==> src/design/aba_pkg.sv <==
// ----------------------------------------------------------------------------
// aba_pkg: shared types and constants for the arena bump allocator
// Request and result payloads, request and status codes, and the command and
// status structs between the controller and the datapath.
// ----------------------------------------------------------------------------
package aba_pkg;

  // Field widths
  localparam int TYPE_W  = 3;
  localparam int ALLOC_W = 13;
  localparam int ADDR_W  = 32;
  localparam int BYTES_W = 21;
  localparam int CAP_W   = 25;
  // Width of the rounded allocation size (alloc_bytes plus alignment slack)
  localparam int NEED_W  = 14;

  // Largest buffer that may be added
  localparam logic [BYTES_W-1:0] BUF_BYTES_MAX = 21'd1048576;

  // Request codes
  localparam logic [TYPE_W-1:0] REQ_ADD    = 3'd0;
  localparam logic [TYPE_W-1:0] REQ_REMOVE = 3'd1;
  localparam logic [TYPE_W-1:0] REQ_ALLOC  = 3'd2;
  localparam logic [TYPE_W-1:0] REQ_PUSH   = 3'd3;
  localparam logic [TYPE_W-1:0] REQ_POP    = 3'd4;
  localparam logic [TYPE_W-1:0] REQ_CLEAR  = 3'd5;

  // Status codes
  localparam logic [TYPE_W-1:0] ST_OK    = 3'd0;
  localparam logic [TYPE_W-1:0] ST_OOM   = 3'd1;
  localparam logic [TYPE_W-1:0] ST_FULL  = 3'd2;
  localparam logic [TYPE_W-1:0] ST_FRAME = 3'd3;
  localparam logic [TYPE_W-1:0] ST_NONE  = 3'd4;
  localparam logic [TYPE_W-1:0] ST_SIZE  = 3'd5;

  typedef struct packed {
    logic [TYPE_W-1:0]  req_type;
    logic [ALLOC_W-1:0] alloc_bytes;
    logic [ADDR_W-1:0]  buffer_base;
    logic [BYTES_W-1:0] buffer_bytes;
  } request_t;

  typedef struct packed {
    logic [TYPE_W-1:0]  status;
    logic [ADDR_W-1:0]  alloc_address;
    logic [ADDR_W-1:0]  removed_base;
    logic [BYTES_W-1:0] removed_bytes;
    logic [CAP_W-1:0]   total_capacity;
  } result_t;

  // Datapath actions issued by the controller
  typedef enum logic [3:0] {
    ACT_NONE,
    ACT_LOAD,
    ACT_FAIL,
    ACT_ADD,
    ACT_REM_RD,
    ACT_REM,
    ACT_ALLOC_RD,
    ACT_ALLOC_STEP,
    ACT_OOM,
    ACT_PUSH,
    ACT_POP_RD,
    ACT_POP,
    ACT_CLEAR
  } act_t;

  typedef struct packed {
    act_t              act;
    logic [TYPE_W-1:0] code;   // status recorded by ACT_FAIL
  } ctrl_cmd_t;

  typedef struct packed {
    logic [TYPE_W-1:0] req_type;
    logic              add_bad_size;
    logic              add_full;
    logic              alloc_bad_size;
    logic              idx_lt_count;
    logic              removable;
    logic              frame_full;
    logic              frame_empty;
    logic              fit;
  } dp_flags_t;

endpackage

==> src/design/aba_ram.sv <==
// ----------------------------------------------------------------------------
// aba_ram: generic single-write, single-read RAM
// One write port and one read port, read data registered.
// ----------------------------------------------------------------------------
module aba_ram #(
  parameter int WIDTH = 8,
  parameter int DEPTH = 16,
  localparam int AW   = (DEPTH > 1) ? $clog2(DEPTH) : 1
) (
  input  logic             clk,
  input  logic             we,
  input  logic [AW-1:0]    waddr,
  input  logic [WIDTH-1:0] wdata,
  input  logic [AW-1:0]    raddr,
  output logic [WIDTH-1:0] rdata
);

  logic [WIDTH-1:0] mem [DEPTH];

  // Write port and registered read port
  always_ff @(posedge clk) begin
    if (we) begin
      mem[waddr] <= wdata;
    end
    rdata <= mem[raddr];
  end

endmodule

==> src/design/aba_ctrl.sv <==
// ----------------------------------------------------------------------------
// aba_ctrl: request sequencer for the arena bump allocator
// Decodes the latched request, walks the buffer table on allocation and
// signals completion of each request.
// ----------------------------------------------------------------------------
module aba_ctrl
  import aba_pkg::*;
(
  input  logic      clk,
  input  logic      rst,
  input  logic      start,
  input  dp_flags_t flags,
  output ctrl_cmd_t cmd,
  output logic      busy,
  output logic      done
);

  typedef enum logic [1:0] {
    S_IDLE,
    S_EXEC,
    S_WAIT
  } state_t;

  state_t state, state_next;
  logic   finish;

  // Next state and datapath command
  always_comb begin
    state_next = state;
    cmd.act    = ACT_NONE;
    cmd.code   = ST_OK;
    finish     = 1'b0;
    unique case (state)
      S_IDLE: begin
        if (start) begin
          cmd.act    = ACT_LOAD;
          state_next = S_EXEC;
        end
      end
      S_EXEC: begin
        finish = 1'b1;
        unique case (flags.req_type)
          REQ_ADD: begin
            if (flags.add_bad_size) begin
              cmd.act  = ACT_FAIL;
              cmd.code = ST_SIZE;
            end else if (flags.add_full) begin
              cmd.act  = ACT_FAIL;
              cmd.code = ST_FULL;
            end else begin
              cmd.act = ACT_ADD;
            end
          end
          REQ_REMOVE: begin
            if (flags.removable) begin
              cmd.act = ACT_REM_RD;
              finish  = 1'b0;
            end else begin
              cmd.act  = ACT_FAIL;
              cmd.code = ST_NONE;
            end
          end
          REQ_ALLOC: begin
            if (flags.alloc_bad_size) begin
              cmd.act  = ACT_FAIL;
              cmd.code = ST_SIZE;
            end else if (flags.idx_lt_count) begin
              cmd.act = ACT_ALLOC_RD;
              finish  = 1'b0;
            end else begin
              cmd.act = ACT_OOM;
            end
          end
          REQ_PUSH: begin
            if (flags.frame_full) begin
              cmd.act  = ACT_FAIL;
              cmd.code = ST_FRAME;
            end else begin
              cmd.act = ACT_PUSH;
            end
          end
          REQ_POP: begin
            if (flags.frame_empty) begin
              cmd.act  = ACT_FAIL;
              cmd.code = ST_FRAME;
            end else begin
              cmd.act = ACT_POP_RD;
              finish  = 1'b0;
            end
          end
          REQ_CLEAR: begin
            cmd.act = ACT_CLEAR;
          end
          default: begin
            cmd.act = ACT_NONE;
          end
        endcase
        if (!finish) begin
          state_next = S_WAIT;
        end
      end
      S_WAIT: begin
        finish = 1'b1;
        unique case (flags.req_type)
          REQ_REMOVE: cmd.act = ACT_REM;
          REQ_POP:    cmd.act = ACT_POP;
          REQ_ALLOC: begin
            // place the allocation if it fits here, else try the next buffer
            cmd.act = ACT_ALLOC_STEP;
            if (!flags.fit) begin
              finish     = 1'b0;
              state_next = S_EXEC;
            end
          end
          default:    cmd.act = ACT_NONE;
        endcase
      end
      default: begin
        state_next = S_IDLE;
      end
    endcase
    if (finish) begin
      state_next = S_IDLE;
    end
  end

  // State and completion strobe
  always_ff @(posedge clk) begin
    if (rst) begin
      state <= S_IDLE;
      done  <= 1'b0;
    end else begin
      state <= state_next;
      done  <= finish;
    end
  end

  assign busy = (state != S_IDLE);

endmodule

==> src/design/aba_datapath.sv <==
// ----------------------------------------------------------------------------
// aba_datapath: allocator state, buffer table and frame stack
// Holds the counters, top pointer and capacity, the buffer table RAM and the
// frame stack RAM, and carries out the actions the controller issues.
// ----------------------------------------------------------------------------
module aba_datapath
  import aba_pkg::*;
#(
  parameter int MAX_BUFFERS = 16,
  parameter int FRAME_DEPTH = 16,
  parameter int PAGE_BYTES  = 4096,
  parameter int ALIGN_BYTES = 8
) (
  input  logic      clk,
  input  logic      rst,
  input  request_t  request,
  input  ctrl_cmd_t cmd,
  output dp_flags_t flags,
  output result_t   result
);

  // Counter and address widths
  localparam int CW  = $clog2(MAX_BUFFERS + 1);
  localparam int BAW = (MAX_BUFFERS > 1) ? $clog2(MAX_BUFFERS) : 1;
  localparam int FCW = $clog2(FRAME_DEPTH + 1);
  localparam int FAW = (FRAME_DEPTH > 1) ? $clog2(FRAME_DEPTH) : 1;
  localparam int TW  = ADDR_W + BYTES_W;
  localparam int FW  = CW + BYTES_W;

  // Round-up by reciprocal multiplication: exact for sums below 2^NEED_W
  localparam int ALIGN_L = $clog2(ALIGN_BYTES);
  localparam int K       = NEED_W + ALIGN_L;
  localparam int MW      = K + 1;
  localparam logic [MW-1:0] RECIP = MW'(((1 << K) + ALIGN_BYTES - 1) / ALIGN_BYTES);
  localparam logic [NEED_W-1:0] ALIGN_M1 = NEED_W'(ALIGN_BYTES - 1);
  localparam logic [6:0] ALIGN_V = 7'(ALIGN_BYTES);

  localparam logic [CW-1:0]      MAX_V   = CW'(MAX_BUFFERS);
  localparam logic [FCW-1:0]     FRAME_V = FCW'(FRAME_DEPTH);
  localparam logic [BYTES_W-1:0] PAGE_V  = BYTES_W'(PAGE_BYTES);

  request_t           req;
  logic [NEED_W-1:0]  q;
  logic [NEED_W-1:0]  need;
  logic [CW-1:0]      count;
  logic [CW-1:0]      idx;
  logic [BYTES_W-1:0] top;
  logic [CAP_W-1:0]   cap;
  logic [FCW-1:0]     depth;
  logic [TYPE_W-1:0]  st;
  logic [ADDR_W-1:0]  addr;
  logic [ADDR_W-1:0]  rbase;
  logic [BYTES_W-1:0] rbytes;

  logic [NEED_W-1:0]    x_sum;
  logic [NEED_W+MW-1:0] x_prod;
  logic [NEED_W+6:0]    need_prod;
  logic [CAP_W:0]       cap_sum;
  logic [CW-1:0]        count_dec;
  logic [FCW-1:0]       depth_dec;
  logic [BAW-1:0]       tab_raddr;
  logic [TW-1:0]        tab_rdata;
  logic [FW-1:0]        frm_rdata;
  logic [ADDR_W-1:0]    tab_base;
  logic [BYTES_W-1:0]   tab_size;
  logic [BYTES_W-1:0]   room;

  // Rounded size: quotient on the incoming request, multiple in the cycle after it is latched
  assign x_sum     = {1'b0, request.alloc_bytes} + ALIGN_M1;
  assign x_prod    = x_sum * RECIP;
  assign need_prod = q * ALIGN_V;

  assign cap_sum   = {1'b0, cap} + {{(CAP_W - BYTES_W + 1){1'b0}}, req.buffer_bytes};
  assign count_dec = count - CW'(1);
  assign depth_dec = depth - FCW'(1);

  // Buffer table: base and size side by side
  assign tab_raddr = (cmd.act == ACT_REM_RD) ? count_dec[BAW-1:0] : idx[BAW-1:0];
  assign tab_base  = tab_rdata[TW-1:BYTES_W];
  assign tab_size  = tab_rdata[BYTES_W-1:0];

  aba_ram #(
    .WIDTH (TW),
    .DEPTH (MAX_BUFFERS)
  ) u_table (
    .clk   (clk),
    .we    (cmd.act == ACT_ADD),
    .waddr (count[BAW-1:0]),
    .wdata ({req.buffer_base, req.buffer_bytes}),
    .raddr (tab_raddr),
    .rdata (tab_rdata)
  );

  // Frame stack: saved index and top
  aba_ram #(
    .WIDTH (FW),
    .DEPTH (FRAME_DEPTH)
  ) u_frames (
    .clk   (clk),
    .we    (cmd.act == ACT_PUSH),
    .waddr (depth[FAW-1:0]),
    .wdata ({idx, top}),
    .raddr (depth_dec[FAW-1:0]),
    .rdata (frm_rdata)
  );

  // Status flags for the controller
  assign room = tab_size - top;
  always_comb begin
    flags.req_type       = req.req_type;
    flags.add_bad_size   = (req.buffer_bytes < PAGE_V) || (req.buffer_bytes > BUF_BYTES_MAX);
    flags.add_full       = (count >= MAX_V) || cap_sum[CAP_W];
    flags.alloc_bad_size = ({{(BYTES_W - ALLOC_W){1'b0}}, req.alloc_bytes} > PAGE_V);
    flags.idx_lt_count   = (idx < count);
    flags.removable      = (idx < count) && (count != '0);
    flags.frame_full     = (depth >= FRAME_V);
    flags.frame_empty    = (depth == '0);
    flags.fit            = (top <= tab_size) &&
                           ({{(BYTES_W - NEED_W){1'b0}}, need} <= room);
  end

  // Rounded size pipeline, free running
  always_ff @(posedge clk) begin
    need <= need_prod[NEED_W-1:0];
  end

  // Allocator state
  always_ff @(posedge clk) begin
    if (rst) begin
      count <= '0;
      idx   <= '0;
      top   <= '0;
      cap   <= '0;
      depth <= '0;
    end else begin
      unique case (cmd.act)
        ACT_ADD: begin
          count <= count + CW'(1);
          cap   <= cap_sum[CAP_W-1:0];
        end
        ACT_REM: begin
          count <= count_dec;
          cap   <= cap - {{(CAP_W - BYTES_W){1'b0}}, tab_size};
        end
        ACT_ALLOC_STEP: begin
          if (flags.fit) begin
            top <= top + {{(BYTES_W - NEED_W){1'b0}}, need};
          end else begin
            idx <= idx + CW'(1);
            top <= '0;
          end
        end
        ACT_OOM: begin
          if (idx > count) begin
            idx <= count;
          end
          top <= '0;
        end
        ACT_PUSH: begin
          depth <= depth + FCW'(1);
        end
        ACT_POP: begin
          depth <= depth_dec;
          idx   <= frm_rdata[FW-1:BYTES_W];
          top   <= frm_rdata[BYTES_W-1:0];
        end
        ACT_CLEAR: begin
          idx <= '0;
          top <= '0;
        end
        default: begin
        end
      endcase
    end
  end

  // Request latch and result fields
  always_ff @(posedge clk) begin
    unique case (cmd.act)
      ACT_LOAD: begin
        req    <= request;
        q      <= x_prod[K +: NEED_W];
        st     <= ST_OK;
        addr   <= '0;
        rbase  <= '0;
        rbytes <= '0;
      end
      ACT_FAIL: st <= cmd.code;
      ACT_OOM:  st <= ST_OOM;
      ACT_REM: begin
        rbase  <= tab_base;
        rbytes <= tab_size;
      end
      ACT_ALLOC_STEP: begin
        if (flags.fit) begin
          addr <= tab_base + {{(ADDR_W - BYTES_W){1'b0}}, top};
        end
      end
      default: begin
      end
    endcase
  end

  assign result.status         = st;
  assign result.alloc_address  = addr;
  assign result.removed_base   = rbase;
  assign result.removed_bytes  = rbytes;
  assign result.total_capacity = cap;

endmodule

==> src/design/arena_bump_allocator_with_frames_unit.sv <==
// ----------------------------------------------------------------------------
// arena_bump_allocator_with_frames_unit: bump allocator with frame stack
// Bump allocation over a table of buffers, with add/remove of buffers,
// mark/release frames and clear.
//
//   channel   ports                     direction  handshake
//   request   start, busy, request      in         start && !busy
//   result    done, result              out        done, one cycle
//
// Add, push, clear and rejected requests pass through a load and an execute
// step; remove and pop add a wait step for the registered table or frame read.
// An allocation takes an execute and a wait step for every buffer it examines,
// set by the registered buffer table read, and an out-of-memory one ends in execute.
// The result is valid in the cycle after the last step, while busy is low.
// Synchronous reset empties the table and frame stack (counts to zero).
// The receiver cannot stall; no result is held back.
// ----------------------------------------------------------------------------
module arena_bump_allocator_with_frames_unit
  import aba_pkg::*;
#(
  parameter int MAX_BUFFERS = 16,
  parameter int FRAME_DEPTH = 16,
  parameter int PAGE_BYTES  = 4096,
  parameter int ALIGN_BYTES = 8
) (
  input  logic     clk,
  input  logic     rst,
  input  logic     start,
  output logic     busy,
  input  request_t request,
  output logic     done,
  output result_t  result
);

  ctrl_cmd_t cmd;
  dp_flags_t flags;

  // Request sequencer
  aba_ctrl u_ctrl (
    .clk   (clk),
    .rst   (rst),
    .start (start),
    .flags (flags),
    .cmd   (cmd),
    .busy  (busy),
    .done  (done)
  );

  // Allocator state and storage
  aba_datapath #(
    .MAX_BUFFERS (MAX_BUFFERS),
    .FRAME_DEPTH (FRAME_DEPTH),
    .PAGE_BYTES  (PAGE_BYTES),
    .ALIGN_BYTES (ALIGN_BYTES)
  ) u_dp (
    .clk     (clk),
    .rst     (rst),
    .request (request),
    .cmd     (cmd),
    .flags   (flags),
    .result  (result)
  );

  // A result only appears once the sequencer has gone idle
  a_done_idle: assert property (@(posedge clk) disable iff (rst) done |-> !busy)
    else $error("result strobe while busy");

  // An accepted request always occupies the block in the next cycle
  a_accept_busy: assert property (@(posedge clk) disable iff (rst)
    (start && !busy) |=> busy)
    else $error("request accepted but block not busy");

  // Every result follows a busy cycle
  a_done_after_busy: assert property (@(posedge clk) disable iff (rst)
    done |-> $past(busy))
    else $error("result without a request in progress");

  // A failed request reports no address and no removed buffer
  a_fail_clean: assert property (@(posedge clk) disable iff (rst)
    (done && result.status != ST_OK) |->
      (result.alloc_address == '0 && result.removed_base == '0 &&
       result.removed_bytes == '0))
    else $error("failed request carries payload");

endmodule

==> config.mk <==
export PLATFORM = sky130hd
export DESIGN_NAME = arena_bump_allocator_with_frames_unit
export DESIGN_NICKNAME = d
export VERILOG_FILES = /design/src/design/aba_pkg.sv /design/src/design/aba_ram.sv /design/src/design/aba_ctrl.sv /design/src/design/aba_datapath.sv /design/src/design/arena_bump_allocator_with_frames_unit.sv
export SDC_FILE = /design/constraint.sdc
export NUM_CORES = 2
export LEC_CHECK = 0
export BUFFER_PORTS_ARGS = -buffer_cell sky130_fd_sc_hd__buf_2
export CORE_ASPECT_RATIO = 0.75
export CORE_UTILIZATION = 43
export CTS_CLUSTER_DIAMETER = 40
export DETAILED_ROUTE_END_ITERATION = 7
export GPL_TIMING_DRIVEN = 0
export PLACE_DENSITY_LB_ADDON = 0.15
export SLEW_MARGIN = 20
export SYNTH_ARGS = -nofsm -noshare
export SYNTH_HDL_FRONTEND = slang
export SYNTH_SLANG_ARGS = --single-unit
==> constraint.sdc <==
create_clock -name clk -period 14.1 [get_ports clk]
set_input_delay 1.41 -clock clk [delete_from_list [all_inputs] [get_ports clk]]
set_output_delay 1.41 -clock clk [all_outputs]
set_load 0.005 [all_outputs]
==> results.ini <==
[layout]
final_cell_area_mm2 = 0.0757
drive_above_1_share_pct = 18.8
syn2layout_area_growth_pct = 17.5
n_fill_cell = 12300
fin_util_pct = 51.1
final_nets = 4527

[critical_path]
cpMaxStageDelayCell = nor3_2
r2r_start = u_dp.depth[0]
path_cells = clkbuf_1 > clkbuf_1 > buf_6 > inv_1 > ha_1 > or4b_1 > nor3_1 > o32ai_1 > nor2_1 > nor3_1 > a21oi_1 > and3_1 > buf_2 > clkbuf_1 > clkbuf_1 > nand2_1 > nor3_2 > buf_4 > buf_4 > buf_4 > buf_4
critPathCaptureType = flip-flop
max_stage_delay_ns = 0.64
critical_path.top_delay_family = buffers and inverters
crit_required_ns = 14.60
critical_path_class = flip-flop to flip-flop
critical_path.max_fanout = 10
critical_path_buf_inv_count = 11
cp-start-kind = flip-flop
critPathLaunch = u_dp.depth[0]
arrival_ns = 7.84

[synthesis]
synth-seq-cells = 1586
synth_edf_count = 1432
yosysTopAreaCell = edfxtp_1
yosysSeqAreaShare_pct = 71.5
syn-cell-area_mm2 = 0.0644
ys_top_cells_by_area = edfxtp_1, mux2i_1, dfxtp_1, mux4_2, ha_1
yosysUniqueCellTypes = 83
avgSynthCellArea_um2 = 16.7
ys_top_cells_by_count = edfxtp_1, mux2i_1, o22ai_1, dfxtp_1, nor2_1
ys.flop_type = edfxtp_1
syn_nets = 4068
ys_async_sr_fraction_pct = 0
syn_inst = 3865
yosysMostFrequentCell = edfxtp_1
synth_top_area_share_pct = 66.7
yosys_warnings = 0

[timing]
setup_ws_ns = 6.76
fin_skew_ns = 0.0347
fin_crit_sh_pct = 52.1
tns_ns = 0
rsz0062_at_grt = false
hold_violations = 0
slew_headroom_pct = 20.1
period_minus_slack_ns = 7.34
setup_viol = 0
slew_violations = 0
max_slew.worst_pin.slew_ns = 1.20
fmax_mhz = 136

[route]
via_count = 37700
drtIter0Drc = 4866
drtPass1Iterations = 6
ant_nets = 0
drc = 0
wl_per_cell_um = 29.3
vias_per_cell = 5.83
routed_wl_mm = 189

[placement]
hpwlAfterDp_mm = 133
place.port_buffers = 185
place.gp.congestion = 0.942
pre_cts_ws_ns = 6.87
placedInstanceArea_mm2 = 0.0696

[clock_tree]
cts_buffers = 178
clkTransAtPathRegs_ns = 0.06
htree_levels = 4
tritoncts = done
post_cts_buffers = 0
clock-sinks = 1586
cts_resized = 0
cts_hold_buffers = 0
cts_root_buf = clkbuf_16
clock_path_buffers = 3
clk_latency_ns = 0.82

[hold_path]
hp-start = u_dp.q[1]
min_path_type = flip-flop to flip-flop

[grt]
grt_usage_pct = 24.9
grt_pass1_wl_mm = 267
grt_pass1_vias = 35700
antenna_found_initial = 10
grt_max_degree = 45
grt_overflow_total = 0

[floorplanning]
die_h_um = 337
ios = 187
rows = 122
die_area_mm2 = 0.151
start_util_pct = 43.5
core_mm2 = 0.148
die_x_um = 449

[job]
drv_cap = 0

[run_status]
outcome = finished clean

[power]
ir_worst_vdd_v = 0.000130
p_total_uw = 12700
leakage_uw = 0.0253
p_per_area_mw_per_mm2 = 168

[worst paths after layout]
kind | slack [ns] | end | cells after the start
setup / recovery | 6.76 | u_dp.u_table.mem[2][36] | 21
hold / removal | 0.33 | u_dp.need[4] | 0
setup reg to reg | 6.76 | u_dp.u_table.mem[2][36] | 21
hold reg to reg | 0.33 | u_dp.need[4] | 0
[stage by stage]
step / hold WS [ns] / cells
2_1_floorplan: 0.323 / 3865
4_1_cts: 0.338 / 6460
3_3_place_gp: 0.326 / 6034
6_report: 0.333 / 6462
5_1_grt: 0.351 / 6460
3_5_place_dp: 0.327 / 6128
[logic make-up (layout without fill, tap and decap cells)]
kind of cell | count (synthesis) | after routing | share of synthesized area (%)
AO/OA/AOI/OAI | 615 | 615 | 6.37
multiplexers | 567 | 567 | 11.4
AND/OR/NAND/NOR | 599 | 599 | 4.84
flip-flops | 1586 | 1586 | 71.5
other | 0 | 2 | 0
adder cells (fa/ha/maj) | 131 | 131 | 2.60
XOR/XNOR | 109 | 109 | 1.48
buffers and inverters | 258 | 869 | 1.82
[metal layers]
metal | global-route usage, % | routed length, um | part of all wire (%) | vias to the layer above
li1 | - | - | - | 16400
met5 | 0 | 27 | 0.014 | -
met4 | 6.28 | 4170 | 2.2 | 4
met1 | 38.9 | 90200 | 48 | 19300
met3 | 5.29 | 16600 | 8.8 | 219
met2 | 34.9 | 78400 | 41 | 1756
[cells in the final DEF (no fill, tap or decap), drive strengths merged, types with 60 or more instances in the layout]
master | synthesis | routed
a21oi | 108 | 108
and2 | 60 | 60
buf | 76 | 355
clkbuf | 100 | 317
clkinv | 2 | 63
dfxtp | 154 | 154
edfxtp | 1432 | 1432
ha | 126 | 126
inv | 80 | 99
mux2i | 428 | 428
mux4 | 130 | 130
nand2 | 118 | 118
nor2 | 147 | 147
o21ai | 66 | 66
o22ai | 218 | 218
[registers in the layout, indices dropped and copies added (netlist names)]
| signal | cells |
|---|---|
| u_dp.cap | 25 |
| u_dp.req | 66 |
| u_dp.count | 5 |
| u_dp.depth | 5 |
| u_dp.u_table.mem | 848 |
| u_dp.u_table.rdata | 53 |
| u_dp.need | 11 |
| u_dp.idx | 5 |
| u_ctrl.done | 1 |
| u_dp.rbytes | 21 |
| u_dp.q | 11 |
| u_dp.addr | 32 |
| u_dp.st | 3 |
| u_dp.u_frames.rdata | 26 |
| u_dp.u_frames.mem | 416 |
| u_dp.top | 21 |
| u_dp.rbase | 32 |
| u_dp.flags | 3 |
| u_ctrl.state | 2 |
[power breakdown]
group | leakage (uW) | internal (uW) | switching, uW
registers | 0.0147 | 5700 | 450
clock network | 0.00296 | 2830 | 1970
logic | 0.00766 | 666 | 1120
[area by class of cell]
cell class	count	area (um2)	share of cell area [%]
Multi-Input combinational cell	2021	17300	22.9
Clock buffer	217	4770	6.30
Timing Repair Buffer	279	2460	3.25
Tap cell	1984	2480	3.28
Antenna cell	2	5.00	0.00661
Buffer	176	877	1.16
Sequential cell	1586	46100	60.9
Inverter	82	315	0.417
Clock inverter	115	1370	1.81
[worst reg2reg max path, cell delays in order (launching register included)]
cell and delay [ns]:
dfxtp_1 0.41, clkbuf_1 0.36, clkbuf_1 0.37, buf_6 0.25, inv_1 0.19, ha_1 0.26, or4b_1 0.56, nor3_1 0.18
o32ai_1 0.15, nor2_1 0.21, nor3_1 0.15, a21oi_1 0.38, and3_1 0.20, buf_2 0.22, clkbuf_1 0.58, clkbuf_1 0.56
nand2_1 0.36, nor3_2 0.64, buf_4 0.34, buf_4 0.22, buf_4 0.22, buf_4 0.24
Power figures use the tool's default switching activity.
